File: src/hw/rtl/nfcd_pkg.sv
// Shared types and constants for the contactless-reader receive deframer.
// Used by nfcd_core and nfc_reader_frame_deframer_top; depends on nothing.
package nfcd_pkg;

  // Input transaction: one received byte or a restart request.
  typedef struct packed {
    logic       mode;
    logic [7:0] rx_byte;
  } in_item_t;

  // Result transaction: one event per input item.
  typedef struct packed {
    logic [2:0] event_res;
    logic [7:0] payload_byte;
    logic [7:0] payload_index;
    logic [7:0] frame_length;
  } out_item_t;

  // Mode codes.
  localparam logic MODE_BYTE    = 1'b0;
  localparam logic MODE_RESTART = 1'b1;

  // Event codes.
  localparam logic [2:0] EV_NONE = 3'd0;
  localparam logic [2:0] EV_ACK  = 3'd1;
  localparam logic [2:0] EV_DATA = 3'd2;
  localparam logic [2:0] EV_GOOD = 3'd3;
  localparam logic [2:0] EV_LEN  = 3'd4;
  localparam logic [2:0] EV_ID   = 3'd5;
  localparam logic [2:0] EV_SUM  = 3'd6;
  localparam logic [2:0] EV_IDLE = 3'd7;

  // Frame bytes and register reset value.
  localparam logic [7:0] BYTE_ZERO    = 8'h00;
  localparam logic [7:0] BYTE_FF      = 8'hFF;
  localparam logic [7:0] FRAME_ID_RST = 8'hD5;

  // Acknowledge frame position of the last byte.
  localparam logic [2:0] ACK_LAST = 3'd5;

  // Exchange phase.
  typedef enum logic [2:0] {
    PH_IDLE = 3'b001,
    PH_ACK  = 3'b010,
    PH_RESP = 3'b100
  } phase_t;

  // Position within the information frame.
  typedef enum logic [8:0] {
    RS_PRE  = 9'b000000001,
    RS_SC0  = 9'b000000010,
    RS_SC1  = 9'b000000100,
    RS_LEN  = 9'b000001000,
    RS_LCS  = 9'b000010000,
    RS_ID   = 9'b000100000,
    RS_DATA = 9'b001000000,
    RS_DCS  = 9'b010000000,
    RS_POST = 9'b100000000
  } resp_step_t;

endpackage

File: src/hw/rtl/nfc_reader_frame_deframer_top.sv
// Top level of the contactless-reader receive deframer.
// Depends on nfcd_pkg and nfcd_core.
//
// Usage:
//   Input channel (in_valid, in_stall, in_data) carries one transaction per
//   received byte, or a restart that begins a new exchange. After a restart
//   the block hunts an acknowledge frame, then one information frame, and
//   reports one event per input transaction on the output channel
//   (out_valid, out_stall, out_data). Payload bytes are streamed with their
//   index.
//   Configuration channel (cfg_valid, cfg_ready, cfg_data) writes the
//   expected frame identifier; cfg_ready is always high. Write it only while
//   no results are pending.
//   A result is registered in the output register, or in the skid register
//   while the receiver stalls. Throughput is one transaction per cycle while
//   in_stall is low, set by the state update in the core. When the receiver
//   stalls, the output register holds its result and one more result lands
//   in a skid register; in_stall rises only while that skid register is full.
//   Synchronous reset clears the state to idle, empties both result
//   registers and restores the identifier to D5 hex.
module nfc_reader_frame_deframer_top (
  input  logic                clk,
  input  logic                rst,
  input  logic                in_valid,
  output logic                in_stall,
  input  nfcd_pkg::in_item_t  in_data,
  output logic                out_valid,
  input  logic                out_stall,
  output nfcd_pkg::out_item_t out_data,
  input  logic                cfg_valid,
  output logic                cfg_ready,
  input  logic [7:0]          cfg_data
);
  import nfcd_pkg::*;

  logic      accept;
  logic      out_free;
  logic      skid_valid;
  out_item_t skid_data;
  out_item_t result;

  assign in_stall  = skid_valid;
  assign accept    = in_valid & ~in_stall;
  assign out_free  = ~out_valid | ~out_stall;
  assign cfg_ready = 1'b1;

  // Per-byte decode and deframer state.
  nfcd_core u_core (
    .clk       (clk),
    .rst       (rst),
    .accept    (accept),
    .item      (in_data),
    .cfg_write (cfg_valid & cfg_ready),
    .cfg_data  (cfg_data),
    .result    (result)
  );

  // Output register with a skid stage behind it.
  always_ff @(posedge clk) begin
    if (rst) begin
      out_valid  <= 1'b0;
      skid_valid <= 1'b0;
    end else if (out_free) begin
      if (skid_valid) begin
        out_valid  <= 1'b1;
        skid_valid <= 1'b0;
      end else begin
        out_valid <= accept;
      end
    end else if (accept) begin
      skid_valid <= 1'b1;
    end
  end

  // Result payload; no reset needed.
  always_ff @(posedge clk) begin
    if (out_free) begin
      if (skid_valid) begin
        out_data <= skid_data;
      end else if (accept) begin
        out_data <= result;
      end
    end else if (accept) begin
      skid_data <= result;
    end
  end

endmodule

File: src/hw/rtl/nfcd_core.sv
// Deframer state and per-byte decode for the contactless-reader receiver.
// Depends on nfcd_pkg; produces one result per accepted input transaction.
module nfcd_core (
  input  logic              clk,
  input  logic              rst,
  input  logic              accept,
  input  nfcd_pkg::in_item_t  item,
  input  logic              cfg_write,
  input  logic [7:0]        cfg_data,
  output nfcd_pkg::out_item_t result
);
  import nfcd_pkg::*;

  logic [7:0] expected_frame_id;
  phase_t     phase, phase_next;
  logic [2:0] ack_step, ack_step_next;
  resp_step_t resp_step, resp_step_next;
  logic [7:0] length_seen, length_seen_next;
  logic [7:0] byte_count, byte_count_next;
  logic [7:0] running_sum, running_sum_next;
  logic [7:0] b;
  logic [7:0] ack_expect;
  logic [7:0] count_inc;
  logic [8:0] count_ahead;

  assign b           = item.rx_byte;
  assign count_inc   = byte_count + 8'd1;
  assign count_ahead = {1'b0, count_inc} + 9'd1;

  // Expected byte of the acknowledge frame at each position.
  always_comb begin
    case (ack_step)
      3'd2:    ack_expect = BYTE_FF;
      3'd4:    ack_expect = BYTE_FF;
      default: ack_expect = BYTE_ZERO;
    endcase
  end

  // Next state and result for the current byte.
  always_comb begin
    phase_next       = phase;
    ack_step_next    = ack_step;
    resp_step_next   = resp_step;
    length_seen_next = length_seen;
    byte_count_next  = byte_count;
    running_sum_next = running_sum;
    result.event_res     = EV_NONE;
    result.payload_byte  = BYTE_ZERO;
    result.payload_index = BYTE_ZERO;

    if (item.mode == MODE_RESTART) begin
      phase_next       = PH_ACK;
      ack_step_next    = 3'd0;
      resp_step_next   = RS_PRE;
      length_seen_next = BYTE_ZERO;
      byte_count_next  = BYTE_ZERO;
      running_sum_next = BYTE_ZERO;
    end else begin
      case (phase)
        PH_ACK: begin
          if (ack_step == 3'd0 || ack_step > ACK_LAST) begin
            // Hunting the first zero of the acknowledge frame.
            ack_step_next = (b == BYTE_ZERO) ? 3'd1 : 3'd0;
          end else if (b != ack_expect) begin
            ack_step_next = 3'd0;
          end else if (ack_step == ACK_LAST) begin
            ack_step_next    = 3'd0;
            phase_next       = PH_RESP;
            resp_step_next   = RS_PRE;
            result.event_res = EV_ACK;
          end else begin
            ack_step_next = ack_step + 3'd1;
          end
        end
        PH_RESP: begin
          case (resp_step)
            RS_SC0: resp_step_next = (b == BYTE_ZERO) ? RS_SC1 : RS_PRE;
            RS_SC1: resp_step_next = (b == BYTE_FF) ? RS_LEN : RS_PRE;
            RS_LEN: begin
              length_seen_next = b;
              resp_step_next   = RS_LCS;
            end
            RS_LCS: begin
              if ((length_seen + b) != BYTE_ZERO || length_seen == BYTE_ZERO) begin
                resp_step_next   = RS_PRE;
                result.event_res = EV_LEN;
              end else begin
                resp_step_next = RS_ID;
              end
            end
            RS_ID: begin
              if (b != expected_frame_id) begin
                resp_step_next   = RS_PRE;
                result.event_res = EV_ID;
              end else begin
                running_sum_next = b;
                byte_count_next  = BYTE_ZERO;
                resp_step_next   = (length_seen == 8'd1) ? RS_DCS : RS_DATA;
              end
            end
            RS_DATA: begin
              // Stream the payload byte out with its index.
              result.event_res     = EV_DATA;
              result.payload_byte  = b;
              result.payload_index = byte_count;
              running_sum_next     = running_sum + b;
              byte_count_next      = count_inc;
              if (count_ahead >= {1'b0, length_seen}) begin
                resp_step_next = RS_DCS;
              end
            end
            RS_DCS: begin
              if ((running_sum + b) != BYTE_ZERO) begin
                resp_step_next   = RS_PRE;
                result.event_res = EV_SUM;
              end else begin
                resp_step_next = RS_POST;
              end
            end
            RS_POST: begin
              resp_step_next = RS_PRE;
              if (b == BYTE_ZERO) begin
                phase_next       = PH_IDLE;
                result.event_res = EV_GOOD;
              end
            end
            default: resp_step_next = (b == BYTE_ZERO) ? RS_SC0 : RS_PRE;
          endcase
        end
        default: result.event_res = EV_IDLE;
      endcase
    end
    result.frame_length = length_seen_next;
  end

  // Configuration register.
  always_ff @(posedge clk) begin
    if (rst) begin
      expected_frame_id <= FRAME_ID_RST;
    end else if (cfg_write) begin
      expected_frame_id <= cfg_data;
    end
  end

  // Deframer state, updated once per accepted transaction.
  always_ff @(posedge clk) begin
    if (rst) begin
      phase       <= PH_IDLE;
      ack_step    <= 3'd0;
      resp_step   <= RS_PRE;
      length_seen <= BYTE_ZERO;
      byte_count  <= BYTE_ZERO;
      running_sum <= BYTE_ZERO;
    end else if (accept) begin
      phase       <= phase_next;
      ack_step    <= ack_step_next;
      resp_step   <= resp_step_next;
      length_seen <= length_seen_next;
      byte_count  <= byte_count_next;
      running_sum <= running_sum_next;
    end
  end

endmodule
File: config.mk
export PLATFORM = sky130hd
export DESIGN_NAME = nfc_reader_frame_deframer_top
export DESIGN_NICKNAME = d
export VERILOG_FILES = /design/src/hw/rtl/nfcd_pkg.sv /design/src/hw/rtl/nfc_reader_frame_deframer_top.sv /design/src/hw/rtl/nfcd_core.sv
export SDC_FILE = /design/constraint.sdc
export NUM_CORES = 1
export LEC_CHECK = 0
export ABC_AREA = 1
export BUFFER_PORTS_ARGS = -buffer_cell sky130_fd_sc_hd__buf_4
export CAP_MARGIN = 40
export CORE_MARGIN = 10
export CORE_UTILIZATION = 60
export DETAILED_ROUTE_END_ITERATION = 16
export PLACE_DENSITY = 0.85
export SYNTH_ARGS = -nofsm -noshare
export SYNTH_HDL_FRONTEND = slang
export SYNTH_HIERARCHICAL = 1
export SYNTH_SLANG_ARGS = --single-unit
File: constraint.sdc
create_clock -name clk -period 3.3 [get_ports clk]
set_input_delay 0.495 -clock clk [delete_from_list [all_inputs] [get_ports clk]]
set_output_delay 0.495 -clock clk [all_outputs]
set_load 0.02 [all_outputs]
Word-level counts from Yosys, hierarchy flattened
Index checks and enable logic that the tools add are counted.
{ "classes": {"order_cmp": 2, "mux": 54, "reduce_logical": 20, "n_eq_ne": 24, "bitwise_logic": 6, "add_sub_neg": 5} }
{ "ops": {"columns": ["operator", "count"], "rows": [
  ["8-bit 2-to-1 mux", 11],
  ["9-bit case mux with 8 select lines", 1],
  ["9-bit 2-to-1 mux", 7],
  ["27-bit 2-to-1 mux", 2],
  ["3-bit 2-to-1 mux", 17],
  ["16-bit 2-to-1 mux", 2],
  ["8-bit case mux with 2 select lines", 2],
  ["19-bit 2-to-1 mux", 1],
  ["9-bit case mux with 2 select lines", 1],
  ["8-bit adder", 2],
  ["8-bit logical NOT", 2],
  ["8-bit != test", 2],
  ["8-bit nonzero test", 2],
  ["3-bit case mux with 5 select lines", 1],
  ["3-bit != test (second input constant)", 4],
  ["3-bit case mux with 2 select lines", 2],
  ["8-bit by 1-bit adder with 9-bit output (second input constant)", 1],
  ["3-bit == test (second input constant)", 3],
  ["9-bit by 2-bit == test with 1-bit output (second input constant)", 1],
  ["9-bit by 3-bit == test with 1-bit output (second input constant)", 1],
  ["9-bit by 4-bit == test with 1-bit output (second input constant)", 1],
  ["9-bit by 5-bit == test with 1-bit output (second input constant)", 1],
  ["9-bit by 6-bit == test with 1-bit output (second input constant)", 1],
  ["9-bit by 7-bit == test with 1-bit output (second input constant)", 1],
  ["other kinds (27)", 42]
]} }
{ "word_totals": {"output_inout_bits": 30, "input_bits": 22, "elab_cells": 128, "register_bits": 103} }

Logic depth before layout (Yosys ltp)
Gate-level depths: netlist (run 1).
{ "depth": {"ltp_word": 10, "ltp_mapped": 20, "ltp_nobuf": 19} }

Cells and area by module
The synthesis (run 1) kept the hierarchy.
{ "by_module_without_submodules": {"columns": ["mod", "area_per_inst_um2", "cells_each", "n_inst", "seq_area_each_um2"], "rows": [
  ["nfcd_core", 4071.4, 647, 1, 940.9],
  ["nfc_reader_frame_deframer_top", 2108.3, 156, 1, 1661.6]
]} }

Worst setup path after synthesis (run 1)
Ideal clock, no wire load.
{ "synth_timing": {"path_type": "reg-to-reg", "from": "register u_core.byte_count[0]", "to": "register u_core.resp_step[7]", "arrival_time_ns": 2.855, "required_time_ns": 3.175, "path_stages_with_launch": 19, "path_slack_ns": 0.320, "setup_time_ns": 0.125, "path_buffers": 1, "synth_period_minus_slack_ns": 2.980, "path_cell_list": "dfxtp_1 inv_1 ha_1 nor3_1 nand2_1 nor4_1 xor2_1 inv_1 ha_1 nand2_1 nor3b_1 nand2_1 nand3_2 nor2_4 nand2_2 nand2_2 buf_6 o21ai_2 nor2_2"} }
{ "synth_via": {"elab_chain_cells": 5} }
{ "synth_lines": {"columns": ["item", "line", "source"], "rows": [
  ["start: declaration", "nfcd_core.sv:19", "logic [7:0] byte_count, byte_count_next;"],
  ["start signal: assignment", "nfcd_core.sv:159", "byte_count <= byte_count_next;"],
  ["8-bit by 1-bit adder with 8-bit output", "nfcd_core.sv:27", "assign count_inc = byte_count + 8'd1;"],
  ["8-bit by 1-bit adder with 9-bit output", "nfcd_core.sv:28", "assign count_ahead = {1'b0, count_inc} + 9'd1;"],
  ["9-bit by 8-bit greater-or-equal comparator with 1-bit output", "nfcd_core.sv:108", "if (count_ahead >= {1'b0, length_seen}) begin"],
  ["4-bit by 3-bit != test with 1-bit output (no source line)", null, null],
  ["6-bit AND reduction (no source line)", null, null],
  ["end signal: assignment", "nfcd_core.sv:157", "resp_step <= resp_step_next;"],
  ["end: declaration", "nfcd_core.sv:17", "resp_step_t resp_step, resp_step_next;"]
]} }
No other way between the ends.
A chain may end at the register's enable or synchronous reset.

Final worst setup path (run 1)
{ "layout_timing": {"from": "register u_core.byte_count[0]", "to": "register u_core.resp_step[2]"} }
Same word-level chain as after synthesis.

==> results of run 1 <==
## per-layer routing
layer / wire, um / track usage, %
met1: 6270 / 25.2
met2: 6980 / 33.5
met3: 1240 / 4.75
met4: 509 / 11.1
met5: 0 / 0
## cell families after synthesis
| group | count (synthesis) |
|---|---|
| flip-flops | 103 |
| other | 1 |
| adder cells (fa/ha/maj) | 26 |
| AND/OR/NAND/NOR | 360 |
| XOR/XNOR | 17 |
| buffers and inverters | 152 |
| AO/OA/AOI/OAI | 144 |
## cells in the final DEF (no fill, tap or decap), types with 15 or more instances in the layout
cell / n
sky130_fd_sc_hd__edfxtp_1: 54
sky130_fd_sc_hd__nand4_1: 15
sky130_fd_sc_hd__ha_1: 24
sky130_fd_sc_hd__dfxtp_1: 48
sky130_fd_sc_hd__nand3_1: 31
sky130_fd_sc_hd__a21oi_1: 49
sky130_fd_sc_hd__nor2_1: 97
sky130_fd_sc_hd__buf_4: 56
sky130_fd_sc_hd__nand2_1: 164
sky130_fd_sc_hd__inv_1: 123
sky130_fd_sc_hd__o21ai_0: 63
## worst max-delay path: cells and delay by family, from the launching register on
kind | cells | cell delay [ps]
AND/OR/NAND/NOR | 10 | 1270
AO/OA/AOI/OAI | 2 | 290
buffers and inverters | 2 | 160
XOR/XNOR | 1 | 180
flip-flops | 1 | 400
adder cells (fa/ha/maj) | 2 | 640
## how the worst min path moves through the flow
| stage | start | end | cells after the start |
|---|---|---|---|
| 5_1_grt | cfg_data[6] | u_core/expected_frame_id[6] | 3 |
| 4_1_cts | cfg_data[0] | u_core/expected_frame_id[0] | 3 |
| 3_3_place_gp | u_core/phase[2] | u_core/phase[2] | 2 |
| 6_report | cfg_data[0] | u_core/expected_frame_id[0] | 3 |
| 3_5_place_dp | u_core/resp_step[1] | u_core/resp_step[1] | 2 |
| 2_1_floorplan | u_core/phase[2] | u_core/phase[2] | 2 |
## registers in the layout, summed over array words and instances, names as in the netlist
register,flops
u_core/byte_count,8
u_core/phase,3
u_core/expected_frame_id,8
u_core/length_seen,8
in_stall,1
out_data,27
u_core/resp_step,9
u_core/ack_step,3
skid_data,27
u_core/running_sum,8
out_valid,1
## final cells by class
type / instances / share of cell area, %
Clock buffer: 10 / 1.85
Clock inverter: 6 / 0.982
Inverter: 129 / 7.04
Multi-Input combinational cell: 548 / 43.3
Sequential cell: 103 / 37.9
Tap cell: 133 / 2.42
Timing Repair Buffer: 57 / 6.51
## what timing repair did
| action | 4_1_cts | 5_1_grt |
|---|---|---|
| setup buffers | 0 | 0 |
| setup endpoints to repair | 8 | 9 |
| resized for setup | 2 | 5 |
## power by group
| group | internal [uW] | switching, uW |
|---|---|---|
| Clock | 357 | 453 |
| Combinational | 175 | 319 |
| Sequential | 1410 | 39.2 |
| Total | 1940 | 812 |
## per-stage QoR
| stage | cells | power, uW | TNS, ps | cell area [um^2] | hold WS, ps |
|---|---|---|---|---|---|
| after floorplan | 803 | 1800 | 0 | 6180 | 441 |
| after global placement | 969 | 1920 | 0 | 6620 | 453 |
| after detailed placement | 970 | 1960 | -71.0 | 6650 | 460 |
| after CTS | 986 | 2750 | 0 | 6850 | 317 |
| after global routing | 986 | 2880 | -1.97 | 6880 | 321 |
| final | 986 | 2750 | 0 | 6880 | 323 |
==> impl_metrics.ini, run 1 <==
[grt]
antenna_found_initial = 0
grt_usage_pct = 20.7
grt_pass1_wl_mm = 25.1
globalRouteOverflowTotal = 0
grt_start_max_net_pins = 59
vias_in_the_first_global_route = 5332

[final_layout]
synthToLayoutAreaGrowth_pct = 11.3
nFillCells = 772
num_antenna_cells = 0
seq_area_mm2 = 0.00261
final_util_pct = 69.4
layout-drive-gt1-share_pct = 14.7
multiInputGateArea_mm2 = 0.00298
design.final.nets = 896

[synthesis]
synthAdderAreaFrac_pct = 5.51
synthMostInstantiatedCell = sky130_fd_sc_hd__nand2_1
asyncSetResetFlopFracSynth_pct = 0
ys_seq_area_share_pct = 42.1
synth_warnings = 6
post_synthesis_net_count = 851
area_share_of_the_largest_cell_type_after_synthesis_pct = 26.2
synth_flop_cell = sky130_fd_sc_hd__edfxtp_1
post_synth_inst_count = 803
yosys-top-cells-area = sky130_fd_sc_hd__edfxtp_1 26%, sky130_fd_sc_hd__dfxtp_1 16%, sky130_fd_sc_hd__nand2_1 10%
synth_area_mm2 = 0.00618
post_synthesis_average_cell_area_um2 = 7.70
synth-edff-count = 54
synth_register_bits = 103
synth-xor-area-share_pct = 2.65
synth_mux_area_share_pct = 0
dominant_combinational_cell_family_by_area_after_synthesis = simple AND/OR/NAND/NOR gates
netlist_top_cells_count = 164 x sky130_fd_sc_hd__nand2_1, 123 x sky130_fd_sc_hd__inv_1, 97 x sky130_fd_sc_hd__nor2_1
synth_top_cell_by_area = sky130_fd_sc_hd__edfxtp_1
synthDistinctLibCells = 49
synth-simple-area-share_pct = 26.2
area_fraction_in_compound_gates_after_synthesis_pct = 13.1

[critical_path]
cpMostUsedCell = sky130_fd_sc_hd__nand2_1
cp-endpoint = u_core/resp_step[2]
timing.critical_path.arrival_ps = 3320
regToRegEndpoint = u_core/resp_step[2]
worstSetupEndpointType = register
critPathLaunch = u_core/byte_count[0]
crit_path_top_delay_cell = sky130_fd_sc_hd__dfxtp_4
startpoint_type = register
critPathKind = register to register
r2r-start = u_core/byte_count[0]
cp_max_fo = 7
setup.reg_to_reg.worst_slack_ps = 260
timing.critical_path.slowest_cell_delay_ps = 400
timing.reg2reg.worst_path_depth = 17
worst_ep_required_time_ps = 3570
worstPathCellList = inv_1, ha_1, nor3_2, nand2_1, nor4_4, xor2_1, inv_1, ha_1, nand2_1, nor3b_2, nand2_1, nand3_2, nor2_4, a21oi_4, nand2_1, nand2_1, a21oi_1

[route]
initialDrtViolationCount = 540
drc = 0
router_iterations_before_antenna_repair = 7
route.antenna.remaining_nets = 0
via_count = 5523
routedWlPerCell_um = 15.2
vias_per_cell = 5.60
wirelength_mm = 15.0

[timing]
timing.final.max_slew_violations = 0
timing_hold_violations_final = 0
period_minus_slack_ps = 3040
timing.clock.skew_ps = 7.22
timing.final.ws_setup_ps = 256
slew_headroom_pct = 64.0
worst-slew-pin-transition_ps = 539
ratio_of_final_minimum_period_to_clock_period_pct = 92.2
fmax_mhz = 329
setup_viol = 0

[clock_tree]
cts.sink_count = 103
clockRootBuffer = sky130_fd_sc_hd__clkbuf_8
tritoncts_clock_tree = done
worstSkewPairLatency_ps = 380
clkTransAtPathRegs_ps = 100
holdBufCountCts = 0
clock_buffer_count_from_cts = 9
cts.path.max_buffers = 2
clock_tree.htree_level_count = 3

[placement]
placement.setup.worst_slack_ps = -42.5
gp_congestion = 0.929
io_buffers = 50
hpwlAfterDp_mm = 11.3

[floorplan]
die_width_um = 121
io_pins = 52
dieArea_mm2 = 0.0148
core_mm2 = 0.00991
initial_utilization_pct = 62.4
num_rows = 36
die_h_um = 121

[power_and_ir_drop]
ir_worst_vdd_mv = 0.200
power_per_cell_area_mw_per_mm2 = 400
static-leakage-power_uw = 0.00307

[worst_hold_path]
hold_class = input port to register

[outcome]
outcome = finished clean

[run]
timing.max_cap.violations = 0
Power figures use the tool's default switching activity.
==> inputs of run 2 (changes only) <==
CAP_MARGIN = 20   (was 40)
RECOVER_POWER = 25   (was unset)
==> impl_metrics.ini, run 2 (synthesized netlist as in run 1, its figures left out) <==
[outcome]
outcome = finished with violations
violations = max-capacitance violations, max-slew violations

[route]
router_iterations_before_antenna_repair = 5
routedWlPerCell_um = 15.0
wirelength_mm = 14.8
initialDrtViolationCount = 495
via_count = 5493
route.antenna.remaining_nets = 0
vias_per_cell = 5.57
drc = 0

[worst_hold_path]
holdPathStages = 3
worstHoldStart = cfg_data[0]
hold_class = input port to register

[clock_tree]
clkTransAtPathRegs_ps = 100
tritoncts_clock_tree = done
worstSkewPairLatency_ps = 380
clock_buffer_count_from_cts = 9
clockRootBuffer = sky130_fd_sc_hd__clkbuf_8
cts.path.max_buffers = 2
cts.sink_count = 103
clock_tree.htree_level_count = 3
holdBufCountCts = 0

[power_and_ir_drop]
static-leakage-power_uw = 0.00294
ir_worst_vdd_mv = 0.180
power_per_cell_area_mw_per_mm2 = 398

[timing]
timing.final.max_slew_violations = 59
setup_viol = 0
fin_hold_ws_ps = 323
timing.clock.skew_ps = 12.7
period_minus_slack_ps = 3040
timing.final.ws_setup_ps = 263
slew_headroom_pct = -30.5
worst-slew-pin-transition_ps = 1960
timing_hold_violations_final = 0
unrepaired_setup_endpoints_after_global_routing = false
ratio_of_final_minimum_period_to_clock_period_pct = 92.0
fmax_mhz = 329

[placement]
dp_cells = 969
gp_congestion = 0.929
placement.setup.worst_slack_ps = -76.2
io_buffers = 50
placed_area_mm2 = 0.00662
hpwlAfterDp_mm = 11.1

[run]
timing.max_cap.violations = 1

[critical_path]
timing.reg2reg.worst_path_depth = 17
r2r-start = u_core/byte_count[1]
worst_ep_required_time_ps = 3540
cp.depth = 17
timing.critical_path.slowest_cell_delay_ps = 450
critPathLaunch = u_core/byte_count[1]
crit_path_top_delay_cell = sky130_fd_sc_hd__dfxtp_1
critPathKind = register to register
timing.critical_path.buf_inv = 2
worstPathCellList = nand3_2, nor2_1, xor2_1, inv_1, nor4_2, xor2_1, inv_1, ha_1, nand2_1, nor3b_2, nand2_1, nand3_2, nor2_4, nand2_2, nand2_4, o21ai_2, nor2_2
worstSetupEndpointType = register
startpoint_type = register
top_family_by_delay_on_critical_path = simple AND/OR/NAND/NOR gates
cp_max_fo = 11
timing.critical_path.arrival_ps = 3280

[final_layout]
largestRegisters = out_data x27, skid_data x27, u_core/resp_step x9
nFillCells = 817
design.final.nets = 897
layout.cells.most_common_list = 164 x sky130_fd_sc_hd__nand2_1, 123 x sky130_fd_sc_hd__inv_1, 97 x sky130_fd_sc_hd__nor2_1, 63 x sky130_fd_sc_hd__o21ai_0, 54 x sky130_fd_sc_hd__edfxtp_1
synthToLayoutAreaGrowth_pct = 8.93
layout-drive-gt1-share_pct = 11.4
final_cell_area_mm2 = 0.00673
final_common_cell = sky130_fd_sc_hd__nand2_1
final_cells = 987
num_antenna_cells = 0

[grt]
grt_pass1_wl_mm = 24.6
grt_start_max_net_pins = 59
vias_in_the_first_global_route = 5308
grt_usage_pct = 20.3
antenna_found_initial = 0
globalRouteOverflowTotal = 0

[floorplan]
initial_utilization_pct = 62.4
num_rows = 36
core_mm2 = 0.00991
die_width_um = 121
io_pins = 52
die_h_um = 121
dieArea_mm2 = 0.0148
## run 2: timing repair
item                                    4_1_cts  5_1_grt
gates cloned                                  0        0
gates resized for setup                       2        4
endpoints found under the setup margin        9        9
buffers inserted                              0        1
pin swaps                                     0        3
hold endpoints to repair                      0        0
## run 2: area by class of cell
class                           instances  area [um^2]  area share (%)
Inverter                              129          484            7.19
Timing Repair Buffer                   58          317            4.70
Multi-Input combinational cell        548         2970            44.1
Clock inverter                          6         48.8           0.725
Clock buffer                           10          138            2.04
Sequential cell                       103         2610            38.7
Tap cell                              133          166            2.47
## run 2: worst register-to-register path: stages (launching register included)
cell and delay (ps):
sky130_fd_sc_hd__dfxtp_1 450, sky130_fd_sc_hd__nand3_2 140, sky130_fd_sc_hd__nor2_1 200, sky130_fd_sc_hd__xor2_1 240, sky130_fd_sc_hd__inv_1 130, sky130_fd_sc_hd__nor4_2 300, sky130_fd_sc_hd__xor2_1 180, sky130_fd_sc_hd__inv_1 60
sky130_fd_sc_hd__ha_1 290, sky130_fd_sc_hd__nand2_1 90, sky130_fd_sc_hd__nor3b_2 180, sky130_fd_sc_hd__nand2_1 80, sky130_fd_sc_hd__nand3_2 90, sky130_fd_sc_hd__nor2_4 50, sky130_fd_sc_hd__nand2_2 90, sky130_fd_sc_hd__nand2_4 120
sky130_fd_sc_hd__o21ai_2 170, sky130_fd_sc_hd__nor2_2 40
## run 2: where the power goes
part           internal [uW]  switching [uW]  leakage (uW)
sequential              1410            38.0      0.000963
combinational            155             320       0.00188
clock                    305             456     0.0000976
## run 2: routing by layer
layer | wire length [um] | global-route usage [%] | vias up
li1 | - | - | 2700
met1 | 6350 | 24.9 | 2488
met2 | 6790 | 32.7 | 251
met3 | 1130 | 3.72 | 54
met4 | 566 | 11.9 | 0
met5 | 0 | 0 | -
## run 2: final timing paths
check / end / slack (ps)
setup / recovery: u_core/resp_step[7] / 260
hold / removal: u_core/expected_frame_id[0] / 320
setup reg to reg: u_core/resp_step[7] / 260
hold reg to reg: u_core/resp_step[1] / 480
## run 2: stage by stage
stage               power [uW]  setup TNS [ps]  utilization [%]
floorplan                 1800               0                -
global placement          1920               0             66.8
detailed placement        1950            -275             66.8
CTS                       2690               0             68.8
global route              2800               0             67.9
finish                    2680               0             67.9
==> inputs of run 3 (changes only) <==
ABC_AREA = 0   (was 1)
CORE_UTILIZATION = 50   (was 60)
PLACE_DENSITY = 0.74   (was 0.85)
==> impl_metrics.ini, run 3 <==
[outcome]
outcome = finished with violations
violations = max-capacitance violations, max-slew violations

[power_and_ir_drop]
ir_worst_vdd_mv = 0.293
static-leakage-power_uw = 0.00254
power_per_cell_area_mw_per_mm2 = 406

[critical_path]
regToRegEndpoint = out_data[26]
startpoint_type = register
timing.critical_path.arrival_ps = 3220
cp-endpoint = out_data[26]
setup.reg_to_reg.worst_slack_ps = 170
critPathLaunch = u_core/running_sum[0]
worst_ep_required_time_ps = 3390
r2r-start = u_core/running_sum[0]
cp_max_fo = 3
worstSetupEndpointType = register
critPathKind = register to register
timing.reg2reg.worst_path_depth = 11

[synthesis]
post_synth_inst_count = 589
synth-edff-count = 54
synth_warnings = 6
synthMostInstantiatedCell = sky130_fd_sc_hd__nor2_1
netlist_top_cells_count = 69 x sky130_fd_sc_hd__nor2_1, 54 x sky130_fd_sc_hd__edfxtp_1, 49 x sky130_fd_sc_hd__dfxtp_1
yosys-top-cells-area = sky130_fd_sc_hd__edfxtp_1 27%, sky130_fd_sc_hd__dfxtp_1 17%, sky130_fd_sc_hd__ha_1 5.1%
synth_area_mm2 = 0.00593
ys_seq_area_share_pct = 43.9
post_synthesis_net_count = 637
synthDistinctLibCells = 66
synth_register_bits = 103
asyncSetResetFlopFracSynth_pct = 0
post_synthesis_average_cell_area_um2 = 10.1
area_share_of_the_largest_cell_type_after_synthesis_pct = 27.4
synth_top_cell_by_area = sky130_fd_sc_hd__edfxtp_1
synth_flop_cell = sky130_fd_sc_hd__edfxtp_1

[timing]
setup_viol = 0
period_minus_slack_ps = 3130
worst-slew-pin-transition_ps = 1800
slew_headroom_pct = -20.2
timing.clock.skew_ps = 9.85
timing.final.max_slew_violations = 58
fmax_mhz = 320
ratio_of_final_minimum_period_to_clock_period_pct = 94.7
timing_hold_violations_final = 0
unrepaired_setup_endpoints_after_global_routing = false
tns_ps = 0

[placement]
dp_cells = 780
io_buffers = 50
hpwlAfterDp_mm = 9.99
placed_area_mm2 = 0.00655
gp_congestion = 0.905

[route]
drc = 0
vias_per_cell = 5.95
routedWlPerCell_um = 17.5
wirelength_mm = 13.9
via_count = 4736
router_iterations_before_antenna_repair = 6
initialDrtViolationCount = 360
route.antenna.remaining_nets = 0

[final_layout]
final_cell_area_mm2 = 0.00675
layout-drive-gt1-share_pct = 15.9
num_antenna_cells = 0
final_util_pct = 58.6
final_cells = 796
design.final.nets = 696
final_common_cell = sky130_fd_sc_hd__nor2_1
largestRegisters = out_data x27, skid_data x27, u_core/resp_step x9
layout.cells.most_common_list = 69 x sky130_fd_sc_hd__nor2_1, 54 x sky130_fd_sc_hd__edfxtp_1, 48 x sky130_fd_sc_hd__dfxtp_1, 47 x sky130_fd_sc_hd__buf_4, 34 x sky130_fd_sc_hd__a21oi_1
synthToLayoutAreaGrowth_pct = 13.9
nFillCells = 1014

[clock_tree]
worstSkewPairLatency_ps = 350
clkTransAtPathRegs_ps = 70
cts.path.max_buffers = 2
cts.sink_count = 103
clock_tree.htree_level_count = 3
clock_buffer_count_from_cts = 9
clockRootBuffer = sky130_fd_sc_hd__clkbuf_16
tritoncts_clock_tree = done

[floorplan]
dieArea_mm2 = 0.0166
die_width_um = 129
num_rows = 39
die_h_um = 129
initial_utilization_pct = 51.5
core_mm2 = 0.0115
io_pins = 52

[run]
timing.max_cap.violations = 2

[grt]
grt_pass1_wl_mm = 22.7
groute.layer.met3.usage_pct = 3.49
antenna_found_initial = 0
grt.met2_usage_pct = 27.9
vias_in_the_first_global_route = 4612
grt_usage_pct = 16.8
grt_start_max_net_pins = 53
globalRouteOverflowTotal = 0
layer_with_the_highest_usage_after_global_routing = met2
globalRouteMet1Util_pct = 21.2

[worst_hold_path]
hold_class = input port to register
run 3: layer usage:
metal,vias up,share of wire [%]
met1,2257,45
met3,30,6.3
met4,0,2.1
met2,168,47
li1,2281,-
met5,-,0
run 3: worst min path at each step:
stage / start / endpoint / slack, ps / depth (start not counted)
finish: cfg_data[6] / u_core/expected_frame_id[6] / 350 / 2
global route: cfg_data[0] / u_core/expected_frame_id[0] / 340 / 2
CTS: cfg_data[0] / u_core/expected_frame_id[0] / 350 / 2
detailed placement: u_core/running_sum[6] / u_core/running_sum[6] / 460 / 1
global placement: u_core/running_sum[6] / u_core/running_sum[6] / 450 / 1
floorplan: u_core/running_sum[5] / u_core/running_sum[5] / 440 / 1
run 3: layout make-up:
| class | count | area [um^2] | area share (%) |
|---|---|---|---|
| timing repair buffer | 77 | 465 | 6.90 |
| clock buffer | 10 | 229 | 3.39 |
| multi-input combinational | 444 | 3150 | 46.7 |
| sequential | 103 | 2600 | 38.6 |
| clock inverter | 6 | 67.6 | 1.00 |
| tap | 143 | 179 | 2.65 |
| inverter | 13 | 48.8 | 0.723 |
run 3: power breakdown:
group	internal, uW	switching, uW
Sequential	1390	18.9
Clock	593	483
Combinational	93.9	162
Total	2070	664
run 3: worst max-delay path: stages (launching register included):
cell,delay (ps)
sky130_fd_sc_hd__dfxtp_1,320
sky130_fd_sc_hd__ha_1,220
sky130_fd_sc_hd__fa_1,430
sky130_fd_sc_hd__a211oi_2,330
sky130_fd_sc_hd__nor2_1,100
sky130_fd_sc_hd__xor2_1,160
sky130_fd_sc_hd__nor4_1,330
sky130_fd_sc_hd__buf_4,180
sky130_fd_sc_hd__a31oi_1,80
sky130_fd_sc_hd__a211oi_1,280
sky130_fd_sc_hd__a211oi_1,170
sky130_fd_sc_hd__mux2_2,280
run 3: stage by stage:
step	power [uW]	hold slack, ps	worst slack (ps)
after floorplan	1590	436	327
after global placement	1700	454	-49.5
after detailed placement	1700	455	-200
after CTS	2760	349	71.9
after global routing	2830	342	11.3
final	2740	348	174
run 3: timing repair:
action | 4_1_cts | 5_1_grt
buffers inserted | 0 | 0
resized for setup | 0 | 5
hold buffers | 0 | 0
setup endpoints to repair | 0 | 10
endpoints found under the hold margin | 0 | 0
run 3: logic make-up (layout without fill, tap and decap cells):
logic type / count (synthesis) / count (layout) / share of synthesized area (%)
other cells: 1 / 1 / 0.0633
buf+inv: 42 / 106 / 3.17
xor+xnor: 32 / 32 / 4.73
flops: 103 / 103 / 43.9
compound gates: 108 / 108 / 11.9
simple gates: 225 / 225 / 20.5
mux: 52 / 52 / 9.92
fa+ha+maj: 26 / 26 / 5.74
